==> src/hw/rtl/nearest_palette_color_core_defines.svh <==
// Assertion macros shared by the nearest palette color core.
`ifndef NEAREST_PALETTE_COLOR_CORE_DEFINES_SVH
`define NEAREST_PALETTE_COLOR_CORE_DEFINES_SVH

// Same-cycle implication, checked on aclk and disabled during reset.
`define NPC_ASSERT_NOW(label, ante, cons, msg) \
    label: assert property (@(posedge aclk) disable iff (!aresetn) (ante) |-> (cons)) \
        else $error(msg);

// Next-cycle implication, checked on aclk and disabled during reset.
`define NPC_ASSERT_NEXT(label, ante, cons, msg) \
    label: assert property (@(posedge aclk) disable iff (!aresetn) (ante) |=> (cons)) \
        else $error(msg);

`endif

==> src/hw/rtl/npc_pkg.sv <==
// Shared constants and types of the nearest palette color core.
package npc_pkg;

    // Field widths and bus widths.
    localparam int COMP_W  = 16;
    localparam int SLOT_W  = 8;
    localparam int TAG_W   = 8;
    localparam int COUNT_W = 9;
    localparam int SQ_W    = 32;
    localparam int DIST_W  = 34;
    localparam int TDATA_W = 64;

    // Default palette depth.
    localparam int PALETTE_DEPTH_DEF = 256;

    // Reset value of the searched slot count.
    localparam logic [COUNT_W-1:0] COUNT_RESET = 9'd256;

    // Largest component value and the starting distance bound.
    localparam logic [COMP_W-1:0] COMP_MAX = 16'hffff;
    localparam logic [DIST_W-1:0] START_BOUND =
        DIST_W'(3) * DIST_W'(COMP_MAX) * DIST_W'(COMP_MAX);

    // Request queue between the front and back parts.
    localparam int QUEUE_DEPTH = 2;
    localparam int QPTR_W      = $clog2(QUEUE_DEPTH);
    localparam int QCNT_W      = $clog2(QUEUE_DEPTH + 1);

    typedef enum logic {
        ACT_WRITE = 1'b0,
        ACT_QUERY = 1'b1
    } action_t;

    typedef struct packed {
        logic [COMP_W-1:0] blue;
        logic [COMP_W-1:0] green;
        logic [COMP_W-1:0] red;
    } rgb_t;

    typedef struct packed {
        action_t           action;
        logic [SLOT_W-1:0] slot;
        rgb_t              color;
        logic [TAG_W-1:0]  tag;
    } cmd_t;

    typedef struct packed {
        logic not_empty;
        logic not_full;
    } q_stat_t;

    typedef struct packed {
        logic busy;
        logic emitting;
    } bk_stat_t;

    typedef enum logic [1:0] {
        BK_IDLE,
        BK_SCAN,
        BK_DRAIN,
        BK_EMIT
    } bk_state_t;

endpackage

==> src/hw/rtl/npc_queue.sv <==
// Short request queue that decouples the front and back parts.
module npc_queue (
    input  logic             aclk,
    input  logic             aresetn,
    input  logic             push,
    input  npc_pkg::cmd_t    push_cmd,
    input  logic             pop,
    output npc_pkg::cmd_t    head_cmd,
    output npc_pkg::q_stat_t stat
);
    import npc_pkg::*;

    cmd_t              slots_reg [QUEUE_DEPTH];
    logic [QPTR_W-1:0] wr_ptr_reg;
    logic [QPTR_W-1:0] rd_ptr_reg;
    logic [QCNT_W-1:0] count_reg;

    assign head_cmd       = slots_reg[rd_ptr_reg];
    assign stat.not_empty = (count_reg != '0);
    assign stat.not_full  = (count_reg != QCNT_W'(QUEUE_DEPTH));

    // Pointers and fill level.
    always_ff @(posedge aclk) begin
        if (!aresetn) begin
            wr_ptr_reg <= '0;
            rd_ptr_reg <= '0;
            count_reg  <= '0;
        end else begin
            if (push) begin
                wr_ptr_reg <= wr_ptr_reg + QPTR_W'(1);
            end
            if (pop) begin
                rd_ptr_reg <= rd_ptr_reg + QPTR_W'(1);
            end
            count_reg <= count_reg + QCNT_W'(push) - QCNT_W'(pop);
        end
    end

    // Entry storage.
    always_ff @(posedge aclk) begin
        if (push) begin
            slots_reg[wr_ptr_reg] <= push_cmd;
        end
    end

endmodule

==> config.mk <==
export PLATFORM = sky130hd
export DESIGN_NAME = npc_queue
export DESIGN_NICKNAME = d
export VERILOG_FILES = /design/src/hw/rtl/nearest_palette_color_core_defines.svh /design/src/hw/rtl/npc_pkg.sv /design/src/hw/rtl/npc_queue.sv
export SDC_FILE = /design/constraint.sdc
export NUM_CORES = 1
export LEC_CHECK = 0
export BUFFER_PORTS_ARGS = -buffer_cell sky130_fd_sc_hd__buf_2
export CAP_MARGIN = 20
export CORE_AREA = 2 2 105 107
export DETAILED_ROUTE_END_ITERATION = 12
export DIE_AREA = 0 0 107 109
export PLACE_DENSITY = 0.79
export SLEW_MARGIN = 25
export SYNTH_ARGS = -nofsm -noshare
export SYNTH_HDL_FRONTEND = slang
export SYNTH_SLANG_ARGS = --single-unit
==> constraint.sdc <==
create_clock -name aclk -period 4.95 [get_ports aclk]
set_input_delay 0.2475 -clock aclk [delete_from_list [all_inputs] [get_ports aclk]]
set_output_delay 0.2475 -clock aclk [all_outputs]
set_load 0.01 [all_outputs]
# After elaboration in Yosys (flattened, before gate mapping)
# Memories as Yosys holds them, arrays and structs flattened. A register that Yosys moved wholly into a read port is not among the register bits.
# Index checks and enable logic that the tools add are counted.
dict set report totals {
  regBits 4
  mem_bits_rw 130
  in_bits 69
  word_cells 14
  mem_count 1
}
# memory words word_bits rd rd_clocked_by_memory_dff write_ports line
set memory_table {}
lappend memory_table {slots_reg 2 65 1 1 1 npc_queue.sv:13} ;# cmd_t slots_reg [QUEUE_DEPTH];
dict set report op_classes {
  addsub 4
  n_eq_ne 1
  n_mux 4
  reduce_logical 1
}
# op count
set op_table {}
lappend op_table {{$mux W1} 4}
lappend op_table {{$add A1 B1 Y1 const B} 2}
lappend op_table {{$add A2 B1 Y2} 1}
lappend op_table {{$ne A2 B2 Y1 const B} 1}
lappend op_table {{$reduce_bool A2 Y1} 1}
lappend op_table {{$sub A2 B1 Y2} 1}

# Longest topological paths before layout
dict set report depth {
  ltp_word 3
  ltp_mapped 6
  depth_no_buf 6
}

# Worst setup path before layout
# No wires, ideal clock.
dict set report synth_timing {
  kind {register to register}
  start {register wr_ptr_reg}
  end {memory slots_reg[0][0] (netlist name) (enable)}
  arrival_ps 3217
  required_ps 4453
  setup_slack_ps 1236
  stages_incl_launch_ff 2
  period_less_slack_ps 3714
  path_cell_list {dfxtp_1 -> nor2b_1}
}
# item line
set synth_lines {}
lappend synth_lines {{start, declared} npc_queue.sv:14} ;# logic [QPTR_W-1:0] wr_ptr_reg;
lappend synth_lines {{start signal, assigned} npc_queue.sv:30} ;# wr_ptr_reg <= wr_ptr_reg + QPTR_W'(1);
lappend synth_lines {{end, declared} npc_queue.sv:13}
# Straight into the memory's write port.

==> flow_summary.yaml <==
synthesis:
  synth_area_leaders: "edfxtp_1 (76%), mux2_4 (15%), mux2_2 (3.3%)"
  synth_fp_nets: 294
  synth.avg_cell_area_sq_um: 23.0
  ys_types: 15
  synth_seq_cells: 135
  synth_top_area_cell: "edfxtp_1"
  synth.yosys.seq_area_share_pct: 78.2
  yosysWarnings: 0
  synth_most_common_cell: "edfxtp_1"
  synth_common_cells: "edfxtp_1 (130), mux2_4 (50), mux2_2 (15)"
  synth_area_sq_mm: 0.00512
  ys_async_sr_fraction_pct: 0
  synth_cells: 223
  synth_edf_count: 130
  synth_flop_cell: "edfxtp_1"
  synth_top_area_share_pct: 76.2
grt:
  grt_max_degree: 66
  track_usage_pct: 16.6
  first_global_vias: 2899
  grt-ovfl-total: 0
  antenna_found_initial: 0
  grt_first_pass_wirelength_mm: 14.1
sta:
  setup_violations: 0
  fmax_mhz: 379
  period_minus_slack_ns: 2.64
  fin_ws_ns: 2.31
  slew_headroom_pct: 40.8
  fin_skew_ns: 0.00394
  period_share_pct: 53.4
  tightest_slew_ns: 0.888
  hold_violations: 0
  finalMaxSlewViolations: 0
  setup_tns_ns: 0
  rsz0062_at_grt: "no"
routing:
  ant_nets: 0
  vias: 2777
  wl_mm: 9.28
  drtIter0Drc: 116
  vias_per_cell: 4.70
  wl_per_cell_um: 15.7
  drtPass1Iterations: 6
  drc: 0
final_layout:
  antenna_cells: 0
  nNetsFinal: 509
  final_cell_area_sq_mm: 0.00719
  largest_reg_flops: 130
  utilization_pct: 67.8
  drive_above_1_share_pct: 51.9
  syn_to_final_growth_pct: 40.4
cts:
  cts_tree: "yes"
  cts_setup_buffers: 0
  cts.clk_slew.worst_paths_ns: 0.06
  ctsHtreeMaxLevel: 4
  cts-root-buf: "clkbuf_8"
  clkLatencyLatePin_ns: 0.51
  cts_resized: 0
  clock-sinks: 135
  numCtsBuffers: 17
  cts_buffer_depth: 2
setup_path:
  crit_path_end: "head_cmd[60]"
  end_kind: "output pin"
  required_ns: 4.70
  reg2reg_depth: 2
  worstReg2RegStart: "wr_ptr_reg"
  r2r-end: "slots_reg[0][43]"
  r2r_setup_slack_ns: 2.95
  startpoint_type: "flop"
  arrival_ns: 2.39
  path_class: "reg2out"
  path_max_fanout: 37
die:
  placementRows: 38
  floorplan.die_area_sq_mm: 0.0117
  die_y_um: 109
  initial_core_util_pct: 48.3
  io_pins: 136
  die_w_um: 107
  core_region_area_sq_mm: 0.0106
worst_hold_path:
  hold_path_class: "in2reg"
power_and_ir_drop:
  ir_drop_v: 0.000238
  power_leakage_nw: 2.85
  power_density_mw_per_mm2: 408
  total_power_w: 0.00293
place:
  gp_congestion: 0.668
  hpwl_mm: 5.28
  numPortBuffers: 135
  post_dp_cell_area_sq_mm: 0.00593
  pre_cts_ws_ns: 2.83
status:
  status: "completed"
flow_run:
  cap_violations: 0
layer usage:
metal	up-vias	global-route usage, %	share of wire [%]
li1	1311	-	-
met1	1363	17.8	40
met2	93	30.3	54
met3	10	5.56	4.7
met4	0	6.77	0.92
met5	-	0	0
critical path, stage by stage (launching register included):
cell     delay (ns)
dfxtp_4        0.65
buf_4          0.64
mux2_2         0.40
buf_2          0.13
kinds of logic (layout without fill, tap and decap cells):
group                    after synthesis  after routing  share of synthesized area (%)
XOR/XNOR                               2              2                          0.611
flip-flops                           135            135                           78.2
AND/OR/NAND/NOR                        9              9                           1.05
AO/OA/AOI/OAI                          1              1                          0.147
adder cells (fa/ha/maj)                2              2                          0.489
multiplexers                          65             65                           18.0
buffers and inverters                  9            237                           1.56
area by class of cell:
| class | count | area [sq um] |
|---|---|---|
| Sequential cell | 135 | 4010 |
| Clock inverter | 15 | 185 |
| Inverter | 2 | 7.51 |
| Multi-Input combinational cell | 79 | 1050 |
| Tap cell | 140 | 175 |
| Fill cell | 673 | 3410 |
| Clock buffer | 17 | 414 |
| Timing Repair Buffer | 203 | 1350 |
what timing repair did:
| action | 4_1_cts | 5_1_grt |
|---|---|---|
| endpoints found under the setup margin | 0 | 0 |
| hold buffers | 66 | 0 |
| hold endpoints to repair | 135 | 0 |
worst min-delay path by stage:
stage	cells past startpoint	startpoint	slack [ns]	to
after CTS	3	pop	0.06	flop
final	3	pop	0.1	flop
after floorplan	0	push_cmd[0]	0.35	slots_reg[0][0]
after detailed placement	1	push_cmd[63]	0.44	slots_reg[1][63]
after global placement	1	push_cmd[55]	0.43	slots_reg[0][55]
after global routing	3	pop	0.08	flop
metrics by stage:
stage                     instances  hold WS (ns)
after floorplan                 223         0.346
after global placement          493         0.435
after CTS                       591        0.0641
after detailed placement        493         0.439
final                           591        0.0992
after global routing            591        0.0795
cell usage in the layout, fill, tap and decap left out:
cell           count
clkbuf_8           1
mux2_2            15
inv_1              2
clkinvlp_4         6
mux2_4            50
clkbuf_16         16
nor2b_1            2
dfxtp_1            4
ha_1               2
or2_2              1
and2_4             1
buf_4              2
dlygate4sd3_1     66
nor2b_4            1
xnor3_1            1
xor2_1             1
and2_1             3
dfxtp_4            1
clkinv_1           4
clkinv_2           1
bufinv_16          4
nand2_1            1
edfxtp_1         130
buf_2            135
o21a_1             1
where the power goes:
part / switching [W] / internal (W)
combinational: 0.000140 / 0.000188
sequential: 0.0000280 / 0.00132
clock: 0.000448 / 0.000808
total: 0.000616 / 0.00232
(Power assumes the default switching activity.)
