`config.mk`:
```
export PLATFORM = sky130hd
export DESIGN_NAME = npc_front
export DESIGN_NICKNAME = d
export VERILOG_FILES = /design/src/hw/rtl/nearest_palette_color_core_defines.svh /design/src/hw/rtl/npc_pkg.sv /design/src/hw/rtl/npc_front.sv
export SDC_FILE = /design/constraint.sdc
export NUM_CORES = 1
export LEC_CHECK = 0
export BUFFER_PORTS_ARGS = -buffer_cell sky130_fd_sc_hd__buf_2
export CAP_MARGIN = 15
export CORE_MARGIN = 4
export CORE_UTILIZATION = 43
export CTS_CLUSTER_DIAMETER = 100
export DETAILED_ROUTE_END_ITERATION = 10
export PLACE_DENSITY = 0.86
export SYNTH_ARGS = -nofsm -noshare
export SYNTH_HDL_FRONTEND = slang
export SYNTH_SLANG_ARGS = --single-unit
export TNS_END_PERCENT = 50
```
`constraint.sdc`:
```
create_clock -name aclk -period 4.1 [get_ports aclk]
set_input_delay 0.41 -clock aclk [delete_from_list [all_inputs] [get_ports aclk]]
set_output_delay 0.41 -clock aclk [all_outputs]
set_load 0.02 [all_outputs]
```
`src/hw/rtl/nearest_palette_color_core_defines.svh`:
```
// Assertion macros shared by the nearest palette color core.
`ifndef NEAREST_PALETTE_COLOR_CORE_DEFINES_SVH
`define NEAREST_PALETTE_COLOR_CORE_DEFINES_SVH

// Same-cycle implication, checked on aclk and disabled during reset.
`define NPC_ASSERT_NOW(label, ante, cons, msg) \
    label: assert property (@(posedge aclk) disable iff (!aresetn) (ante) |-> (cons)) \
        else $error(msg);

// Next-cycle implication, checked on aclk and disabled during reset.
`define NPC_ASSERT_NEXT(label, ante, cons, msg) \
    label: assert property (@(posedge aclk) disable iff (!aresetn) (ante) |=> (cons)) \
        else $error(msg);

`endif

```
`src/hw/rtl/npc_pkg.sv`:
```
// Shared constants and types of the nearest palette color core.
package npc_pkg;

    // Field widths and bus widths.
    localparam int COMP_W  = 16;
    localparam int SLOT_W  = 8;
    localparam int TAG_W   = 8;
    localparam int COUNT_W = 9;
    localparam int SQ_W    = 32;
    localparam int DIST_W  = 34;
    localparam int TDATA_W = 64;

    // Default palette depth.
    localparam int PALETTE_DEPTH_DEF = 256;

    // Reset value of the searched slot count.
    localparam logic [COUNT_W-1:0] COUNT_RESET = 9'd256;

    // Largest component value and the starting distance bound.
    localparam logic [COMP_W-1:0] COMP_MAX = 16'hffff;
    localparam logic [DIST_W-1:0] START_BOUND =
        DIST_W'(3) * DIST_W'(COMP_MAX) * DIST_W'(COMP_MAX);

    // Request queue between the front and back parts.
    localparam int QUEUE_DEPTH = 2;
    localparam int QPTR_W      = $clog2(QUEUE_DEPTH);
    localparam int QCNT_W      = $clog2(QUEUE_DEPTH + 1);

    typedef enum logic {
        ACT_WRITE = 1'b0,
        ACT_QUERY = 1'b1
    } action_t;

    typedef struct packed {
        logic [COMP_W-1:0] blue;
        logic [COMP_W-1:0] green;
        logic [COMP_W-1:0] red;
    } rgb_t;

    typedef struct packed {
        action_t           action;
        logic [SLOT_W-1:0] slot;
        rgb_t              color;
        logic [TAG_W-1:0]  tag;
    } cmd_t;

    typedef struct packed {
        logic not_empty;
        logic not_full;
    } q_stat_t;

    typedef struct packed {
        logic busy;
        logic emitting;
    } bk_stat_t;

    typedef enum logic [1:0] {
        BK_IDLE,
        BK_SCAN,
        BK_DRAIN,
        BK_EMIT
    } bk_state_t;

endpackage

```
`src/hw/rtl/npc_front.sv`:
```
// Front part: accepts requests, decodes them and drops out-of-range writes.
module npc_front #(
    parameter int PALETTE_DEPTH = npc_pkg::PALETTE_DEPTH_DEF
) (
    input  logic                         aclk,
    input  logic                         aresetn,
    input  logic                         s_tvalid,
    output logic                         s_tready,
    input  logic [npc_pkg::TDATA_W-1:0]  s_tdata,
    input  logic                         s_tuser,
    input  npc_pkg::q_stat_t             q_stat,
    output logic                         q_push,
    output npc_pkg::cmd_t                q_push_cmd
);
    import npc_pkg::*;

    logic hold_v_reg;
    logic hold_v_next;
    cmd_t hold_cmd_reg;
    cmd_t dec_cmd;
    logic accept;
    logic drop;

    // Unpack the request; tdata carries slot, red, green, blue and tag from the low bits up.
    always_comb begin
        dec_cmd.action      = action_t'(s_tuser);
        dec_cmd.slot        = s_tdata[7:0];
        dec_cmd.color.red   = s_tdata[23:8];
        dec_cmd.color.green = s_tdata[39:24];
        dec_cmd.color.blue  = s_tdata[55:40];
        dec_cmd.tag         = s_tdata[63:56];
    end

    // A write to a slot beyond the palette has no effect and is dropped here.
    assign drop = (dec_cmd.action == ACT_WRITE) && (32'(dec_cmd.slot) >= PALETTE_DEPTH);

    assign q_push     = hold_v_reg && q_stat.not_full;
    assign q_push_cmd = hold_cmd_reg;
    assign s_tready   = !hold_v_reg || q_stat.not_full;
    assign accept     = s_tvalid && s_tready;

    // Holding register occupancy.
    always_comb begin
        hold_v_next = hold_v_reg;
        if (accept) begin
            hold_v_next = !drop;
        end else if (q_push) begin
            hold_v_next = 1'b0;
        end
    end

    always_ff @(posedge aclk) begin
        if (!aresetn) begin
            hold_v_reg <= 1'b0;
        end else begin
            hold_v_reg <= hold_v_next;
        end
    end

    always_ff @(posedge aclk) begin
        if (accept) begin
            hold_cmd_reg <= dec_cmd;
        end
    end

endmodule

```
Word-level counts from Yosys, hierarchy flattened

Cells that the tools add are included.

Word-level logic and storage cells: 14
Flip-flop bits (word level): 66

Multiplexer cells: 2
Reduce and logical (&&, ||, !) cells: 5

Operators with widths:

| operator            | number |
|---|---|
| $logic_and A1 B1 Y1 | 2 |
| $mux W1             | 2 |
| $reduce_bool A2 Y1  | 1 |
| $logic_not A1 Y1    | 1 |
| $logic_or A1 B1 Y1  | 1 |

Logic depth before layout (Yosys ltp)

Gate-level depths: netlist (run 1).

Word-level depth: 4
Depth in mapped cells: 2
Gate-level depth less buffers: 2

Worst setup path after synthesis (run 1)

OpenSTA, ideal clock, no wires.

Path kind: input to register
Start: input q_stat[0] (netlist bit)
End: register hold_cmd_reg (netlist bit q_push_cmd[0]) (enable)
Stages on the path: 2
Path slack: 2.595 ns
Arrival time: 1.128 ns
Cell sequence: nand2b_4 and2_4

Longest elaborated chain between the ends: 2

Ends and longest elaborated chain:

| item                 | RTL line        | RTL |
|---|---|---|
| start, declared      | npc_front.sv:11 | `input npc_pkg::q_stat_t q_stat,` |
| $logic_or A1 B1 Y1   | npc_front.sv:39 | `assign s_tready = !hold_v_reg \|\| q_stat.not_full;` |
| $logic_and A1 B1 Y1  | npc_front.sv:40 | `assign accept = s_tvalid && s_tready;` |
| net accept           | npc_front.sv:21 | `logic accept;` |
| end signal, assigned | npc_front.sv:62 | `hold_cmd_reg <= dec_cmd;` |
| end, declared        | npc_front.sv:19 | `cmd_t hold_cmd_reg;` |

The timed path passes the listed nets, and every way through them passes these cells.
A chain may end at the register's enable or synchronous reset.

Worst setup path in the final report (run 1)

Start: register hold_v_reg
End: register hold_cmd_reg (netlist bit q_push_cmd[61]) (enable)

Longest elaborated chain between the ends: 3

Ends and longest elaborated chain:

| item                   | RTL line        | RTL |
|---|---|---|
| start, declared        | npc_front.sv:17 | `logic hold_v_reg;` |
| start signal, assigned | npc_front.sv:56 | `hold_v_reg <= hold_v_next;` |
| $logic_not A1 Y1       | npc_front.sv:39 |  |
| $logic_or A1 B1 Y1     | npc_front.sv:39 |  |
| $logic_and A1 B1 Y1    | npc_front.sv:40 |  |
| net accept             | npc_front.sv:21 |  |

The timed path passes the listed nets, and every way through them passes these cells.

==> impl_metrics.ini, run 1 <==
[clock_network]
clock_latency_ns = 0.32
cts-root-buf = clkbuf_8
cts_tree = done
cts.reportedPaths.clkPinSlew_ns = 0.07
cts_buffer_depth = 2
htree_num_levels = 3
cts.repair.resized = 0
hold_buffers = 0
cts_buffers = 9
post_cts_buffers = 0
cts_sinks = 66

[worst_setup_path]
cp.required_ns = 4.05
cp_num_buf_inv = 0
rr_worst_depth = 2
critPathArrivalTime_ns = 1.44
regToRegSetupSlack_ns = 2.61
cp-end-kind = register
worst-setup-path-type = reg2reg
crit_family = simple AND/OR/NAND/NOR gates
r2r-start = hold_v_reg
max_stage_delay_ns = 0.66
startpoint_type = register
path_cells = nand2b_4, and2_4
critPathSlowestCell = and2_4
cp_max_fo = 65
rr_endpoint = q_push_cmd[61]

[cells_and_area]
fin_nets = 287
areaGrowthSynthToFinish_pct = 44.7
num_antenna_cells = 0
drive_gt1_frac = 0.689
largest_reg_flops = 65

[sta]
fmax_mhz = 670
period_needed_ns = 1.49
fin_hold_ws_ns = 0.254
hold_violations = 0
drv_slew = 0
finClkSkew_ns = 0.00414
fin_setup_tns_ns = 0
rsz0062_at_grt = false
report.final.setup_viol = 0
slew_headroom = 0.468
worst_slew_pin_slew_ns = 0.797
finalCritPeriodShare = 0.364

[min_path]
holdCritPathClass = in2reg
hold_start = s_tdata[10]
holdPathEnd = q_push_cmd[10]
hold_path_depth = 1

[global_route]
grt_overflow_total = 0
grt_first_pass_wirelength_mm = 6.94
grt_max_degree = 66
antenna_found_initial = 0
grt.total_usage = 0.162
grt_pass1_vias = 1307

[routing]
detail-route-antenna-nets = 0
wl_per_cell_um = 16.9
drc_errors = 0
wl_met1_mm = 1.60
dr.max_layer_used = met4
drt_first_iter_violations = 97
dr_wl_met2_mm = 2.48
first_pass_iters = 4
met3_length_um = 454
vias_per_cell = 4.55
routed_wl_mm = 4.64
vias = 1247

[floorplanning]
dieArea_um2 = 5850
row_count = 24
io_pins = 137
start_util = 0.454
dieWidth_um = 76.5
core-area_um2 = 4440
dieHeight_um = 76.5

[logic_synthesis]
netlist_area_um2 = 2020
netlist_instances = 71
synth_fp_nets = 141
ys.flop_type = edfxtp_1
synth-edff-count = 65
synth.area.top_cells = edfxtp_1 97%, dfxtp_1 0.99%, nand2b_4 0.68%
synth_cell_types = 7
ys_seq_elements = 66
synth.avg_cell_area_um2 = 28.4
ys_warn_count = 0
synth_top_area_cell = edfxtp_1
seq_area_frac_synth = 0.978
netlist.area_leader.share = 0.968
synth-async-reset-ratio = 0
synth.most_common_cell = edfxtp_1

[place]
place_hpwl_mm = 3.58
portBuffers = 135
gp_congestion = 0.687

[power]
p_leak_nw = 1.27
ir_drop_mv = 0.191
power_density_nw_per_um2 = 472

[outcome]
outcome = finished, final reports clean

[flow_run]
max-cap-violations = 0
==> layout by cell type, fill, tap and decap left out <==
| cell type | instances |
|---|---|
| buf_2 | 135 |
| edfxtp_1 | 65 |
| clkbuf_8 | 9 |
| clkinv_2 | 3 |
| clkinvlp_4 | 2 |
| nand2b_4 | 1 |
| and2_4 | 1 |
| and2_2 | 1 |
| inv_1 | 1 |
| a21boi_2 | 1 |
| clkbuf_1 | 1 |
| clkinv_1 | 1 |
| dfxtp_1 | 1 |
==> per-layer routing <==
layer / up-vias / track usage
li1: 573 / -
met1: 576 / 0.158
met2: 89 / 0.285
met3: 9 / 0.0650
met4: 0 / 0.0978
met5: - / 0
==> kinds of logic (layout without fill, tap and decap cells) <==
kind of cell	Yosys count	count (layout)	share of synthesized area
AND/OR/NAND/NOR	3	3	0.0149
flip-flops	66	66	0.978
AO/OA/AOI/OAI	1	1	0.00558
buffers and inverters	1	152	0.00186
==> worst max path at each step <==
stage	start	to	slack [ns]	cells after the start
floorplan	q_stat[0]	q_push_cmd[0]	2.59	2
finish	hold_v_reg	q_push_cmd[61]	2.61	2
CTS	hold_v_reg	q_push_cmd[61]	2.59	2
detailed placement	q_stat[0]	q_push_cmd[13]	2.38	3
global placement	q_stat[0]	q_push_cmd[37]	2.42	3
global route	hold_v_reg	q_push_cmd[60]	2.50	2
==> through the flow <==
stage,worst slack (ns),instances,util,power (W),area (µm²)
after global routing,2.50,274,0.657,0.00144,2920
after detailed placement,2.38,258,0.620,0.000953,2760
final,2.61,274,0.657,0.00138,2920
after floorplan,2.59,71,-,0.000879,2020
after CTS,2.59,274,0.657,0.00140,2920
after global placement,2.42,258,0.620,0.000945,2760
==> where the power goes <==
part | internal, W | switching (W) | leakage (nW)
Combinational | 0.0000492 | 0.0000873 | 0.555
Clock | 0.000214 | 0.000229 | 0.0795
Sequential | 0.000789 | 0.00000945 | 0.637
Total | 0.00105 | 0.000326 | 1.27
==> layout make-up <==
class	instances	area [µm²]
tap	52	65.1
fill	317	1530
clock buffer	10	128
inverter	1	3.75
multi-input combinational	4	41.3
sequential	66	1970
timing repair buffer	135	676
clock inverter	6	33.8
Note: power is estimated with default switching activity, not from simulation.
==> run 2, diff against run 1 <==
ABC_AREA = 1   (was not set)
CORE_UTILIZATION = 36   (was 43)
PLACE_DENSITY = 0.77   (was 0.86)
clock period = 1.35 ns   (was 4.1 ns; I/O delays follow)
==> run 2 against run 1 <==
  * Synthesized cell count is 4.2% higher
  * Sequential share of layout area is 14 points lower
  * Non-clock buffer count increased by 67
  * Sequential power grew to 3.0 times the previous value
==> impl_metrics.ini, run 2 <==
[outcome]
outcome = finished, final reports clean

[logic_synthesis]
netlist_instances = 74
synth.avg_cell_area_um2 = 27.2
netlist_top_cells_count = 65 x edfxtp_1, 4 x inv_1
synth_top_family_by_area = buffers and inverters
netlist.area_leader.share = 0.971
synth.most_common_cell = edfxtp_1
ys.flop_type = edfxtp_1
ys_seq_elements = 66
synth-edff-count = 65
synth_mux_area_frac = 0
synth-compound-area-share = 0.00685
synth_top_area_cell = edfxtp_1
synth_fp_nets = 144
synth_cell_types = 7
seq_area_frac_synth = 0.981
netlist_area_um2 = 2010
synth_fa_ha_area_frac = 0
synth.area.top_cells = edfxtp_1 97%, dfxtp_1 1.0%, inv_1 0.75%
synth-async-reset-ratio = 0
ys_warn_count = 0
synthSimpleGateAreaFrac = 0.00498
synthXorXnorAreaFrac = 0

[power]
p_int_w = 0.00352
power_density_nw_per_um2 = 1240
power_w = 0.00453
switchingPower_w = 0.00101
clock_power_share = 0.335
seqPwrFrac = 0.535
p_comb_frac = 0.129
p_leak_nw = 1.58
ir_drop_mv = 0.744
p_sw_frac = 0.224

[clock_network]
cts_sinks = 66
cts.reportedPaths.clkPinSlew_ns = 0.06
cts.repair.resized = 0
cts-root-buf = clkbuf_8
cts_buffer_depth = 2
htree_num_levels = 3
cts_buffers = 9
cts_tree = done
clock_latency_ns = 0.32

[cells_and_area]
largest_reg_flops = 65
drive_gt1_frac = 0.527
finalInstanceArea_um2 = 3660
mostFrequentLayoutCells = 135 x buf_2, 65 x dlygate4sd3_1, 65 x edfxtp_1
num_antenna_cells = 0
fin_util = 0.695
layout_commonest_cell = buf_2
fin_nets = 357
areaGrowthSynthToFinish_pct = 82.1

[global_route]
grt_max_degree = 37
grt.total_usage = 0.153
grt_first_pass_wirelength_mm = 7.32
antenna_found_initial = 0
grt_overflow_total = 0
grt_pass1_vias = 1595

[floorplanning]
io_pins = 137
core-area_um2 = 5270
start_util = 0.382
dieHeight_um = 82.7
row_count = 26
dieWidth_um = 82.7
dieArea_um2 = 6850

[worst_setup_path]
startpoint_type = register
cp_max_fo = 3
cp-end-kind = primary output
critPathArrivalTime_ns = 0.97
cp.required_ns = 1.22
worst-setup-path-type = reg2out

[sta]
finClkSkew_ns = 0.00691
report.final.setup_viol = 0
hold_violations = 0
slew_headroom = 0.873
period_needed_ns = 1.10
rsz0062_at_grt = false
fin_hold_ws_ns = 0.0438
drv_slew = 0
fmax_mhz = 907
worst_slew_pin_slew_ns = 0.190
finalCritPeriodShare = 0.817
fin_setup_tns_ns = 0

[place]
gp_congestion = 0.655
place_hpwl_mm = 3.35
placed_cell_area_um2 = 2830
portBuffers = 135

[routing]
vias_per_cell = 4.21
wl_per_cell_um = 14.3
detail-route-antenna-nets = 0
routed_wl_mm = 5.17
drt_first_iter_violations = 35
first_pass_iters = 4
drc_errors = 0
vias = 1524

[flow_run]
max-cap-violations = 0

[min_path]
holdCritPathClass = in2reg
## run 2: path summary, 6_finish.rpt
check	startpoint	endpoint	depth (start not counted)	slack, ns
setup / recovery	hold_v_reg	q_push	3	0.25
hold / removal	aresetn	hold_v_reg	3	0.04
hold reg to reg	hold_v_reg	hold_v_reg	2	0.51
setup reg to reg	hold_v_reg	q_push_cmd[33]	2	0.26
## run 2: final cells by class
| cell class | instances | area [µm²] |
|---|---|---|
| Multi-Input combinational cell | 4 | 35.0 |
| Clock inverter | 6 | 57.6 |
| Timing Repair Buffer | 202 | 1370 |
| Fill cell | 380 | 1610 |
| Clock buffer | 10 | 128 |
| Sequential cell | 66 | 1970 |
| Inverter | 4 | 15.0 |
| Tap cell | 70 | 87.6 |
## run 2: logic make-up (layout without fill, tap and decap cells)
| kind of cell | after synthesis | in the layout |
|---|---|---|
| compound gates | 2 | 2 |
| flops | 66 | 66 |
| buf+inv | 4 | 222 |
| simple gates | 2 | 2 |
## run 2: through the flow
step / instances / setup slack [ns]
4_1_cts: 362 / 0.238
3_5_place_dp: 281 / 0.250
2_1_floorplan: 74 / -0.512
5_1_grt: 362 / 0.180
3_3_place_gp: 281 / 0.277
6_report: 362 / 0.248
## run 2: worst max-delay path: stages (launching register included)
cell and delay, ns:
dfxtp_2 0.37, nand2_1 0.06, inv_1 0.06, buf_2 0.16
## run 2: per-layer routing
metal | track usage | part of all wire | vias to the layer above
li1 | - | - | 716
met1 | 0.147 | 0.34 | 716
met2 | 0.273 | 0.53 | 85
met3 | 0.0651 | 0.11 | 7
met4 | 0.0833 | 0.012 | 0
met5 | 0 | 0 | -
## run 2: power by group through the flow
stage,Combinational [W],Sequential (W),Clock (W)
2_1_floorplan,0.0000489,0.00262,0
3_3_place_gp,0.000432,0.00246,0
3_5_place_dp,0.000441,0.00247,0
4_1_cts,0.000588,0.00242,0.00158
5_1_grt,0.000629,0.00243,0.00168
6_report,0.000586,0.00242,0.00152
## run 2: timing repair
item | CTS | global route
hold buffers | 65 | 0
setup buffers | 0 | 0
endpoints found under the hold margin | 65 | 0
setup endpoints to repair | 0 | 0
==> run 3, diff against run 2 <==
ABC_AREA = 0   (was 1)
clock period = 1.01 ns   (was 1.35 ns; I/O delays follow)
==> run 3 against run 2 <==
  * Critical path type is now reg2reg
  * Global-route usage is 2.0 points higher
  * Clock skew is 0.00090 ns higher
  * Sequential power is 34% higher
  * Register-to-register slack worse by 0.35 ns
  * The run now ends with negative setup slack left
  * Combinational power is 38% higher
  * Non-clock buffer count is 3 higher
  * Die area is 0.28% higher
  * First-iteration DRC count is 110% higher
==> impl_metrics.ini, run 3 (synthesized netlist as in run 1, its figures left out) <==
[outcome]
outcome = finished with violations
violations = negative setup slack

[sta]
report.final.setup_viol = 68
drv_slew = 0
finalCritPeriodShare = 1.08
hold_violations = 0
period_needed_ns = 1.10
rsz0062_at_grt = true
fmax_mhz = 913
finClkSkew_ns = 0.00780
worst_slew_pin_slew_ns = 0.178
setup_slack_ns = -0.0853
slew_headroom = 0.881

[clock_network]
cts_tree = done
cts.reportedPaths.clkPinSlew_ns = 0.07
htree_num_levels = 3
cts_sinks = 66
cts_buffers = 9
cts_buffer_depth = 2
clock_latency_ns = 0.33
cts-root-buf = clkbuf_8

[global_route]
grt.total_usage = 0.173
grt_overflow_total = 0
antenna_found_initial = 0
grt_pass1_vias = 1767
grt_max_degree = 34
grt_first_pass_wirelength_mm = 8.96

[cells_and_area]
layout_commonest_cell = buf_2
fin_nets = 357
areaGrowthSynthToFinish_pct = 84.7
fin_util = 0.707
num_antenna_cells = 0
drive_gt1_frac = 0.534
mostFrequentLayoutCells = 133 x buf_2, 67 x dlygate4sd3_1, 65 x edfxtp_1
largest_reg_flops = 65

[routing]
drc_errors = 0
routed_wl_mm = 5.68
wl_per_cell_um = 15.7
vias_per_cell = 4.29
detail-route-antenna-nets = 0
vias = 1552
drt_first_iter_violations = 73
first_pass_iters = 3

[power]
ir_drop_mv = 1.24
power_density_nw_per_um2 = 1710
power_w = 0.00635
p_leak_nw = 1.60

[min_path]
holdCritPathClass = in2reg
hold_path_depth = 4

[worst_setup_path]
startpoint_type = register
cp_max_fo = 33
critPathArrivalTime_ns = 1.12
cp-end-kind = register
rr_worst_depth = 3
worst-setup-path-type = reg2reg
cp.required_ns = 1.03

[floorplanning]
core-area_um2 = 5270
io_pins = 137
dieArea_um2 = 6860
dieWidth_um = 82.9
start_util = 0.383
dieHeight_um = 82.9
row_count = 26

[place]
place_hpwl_mm = 3.25
gp_congestion = 0.740
portBuffers = 135

[flow_run]
max-cap-violations = 0
==> run 3: path summary, 6_finish.rpt <==
path | start | end | slack, ns
worst min register to register | hold_v_reg | hold_v_reg | 0.58
worst min-delay path | q_stat[0] | hold_v_reg | 0.17
worst max-delay path | hold_v_reg | q_push_cmd[45] | -0.09
worst max register to register | hold_v_reg | q_push_cmd[45] | -0.09
==> run 3: power by group <==
part / switching (W) / internal, W
registers: 0.0000405 / 0.00320
logic: 0.000410 / 0.000398
clock network: 0.000923 / 0.00138
total: 0.00137 / 0.00498
==> run 3: metal layers <==
metal	GRT usage	routed length [µm]
met4	0.0877	138
met5	0	0
met2	0.301	2980
met3	0.0683	505
met1	0.180	2050
==> run 3: cell type report <==
type	count	area [µm²]
Timing Repair Buffer	205	1410
Clock buffer	11	131
Tap cell	70	87.6
Inverter	1	3.75
Fill cell	373	1540
Clock inverter	5	78.8
Sequential cell	66	1970
Multi-Input combinational cell	4	41.3
==> run 3: critical path, cell delays in order (launching register included) <==
cell      delay [ns]
dfxtp_2         0.34
nand2b_4        0.07
and2_4          0.17
buf_12          0.20
==> run 3: stage by stage <==
step	setup slack (ns)	hold slack [ns]	cells	setup TNS, ns	area [µm²]
after CTS	-0.0765	0.135	362	-4.74	3730
after detailed placement	-0.0650	0.279	279	-3.90	2830
after floorplan	-0.351	0.200	71	-22.80	2020
final	-0.0853	0.173	362	-5.00	3730
after global placement	-0.0464	0.277	279	-2.68	2830
after global routing	-0.110	0.159	362	-7.07	3730
==> run 3: what timing repair did <==
item                                    in CTS  in global routing
endpoints found under the setup margin      68                 88
resized for setup                            5                  0
hold buffers                                67                  0
setup buffers                                0                  0
hold endpoints to repair                    66                  0
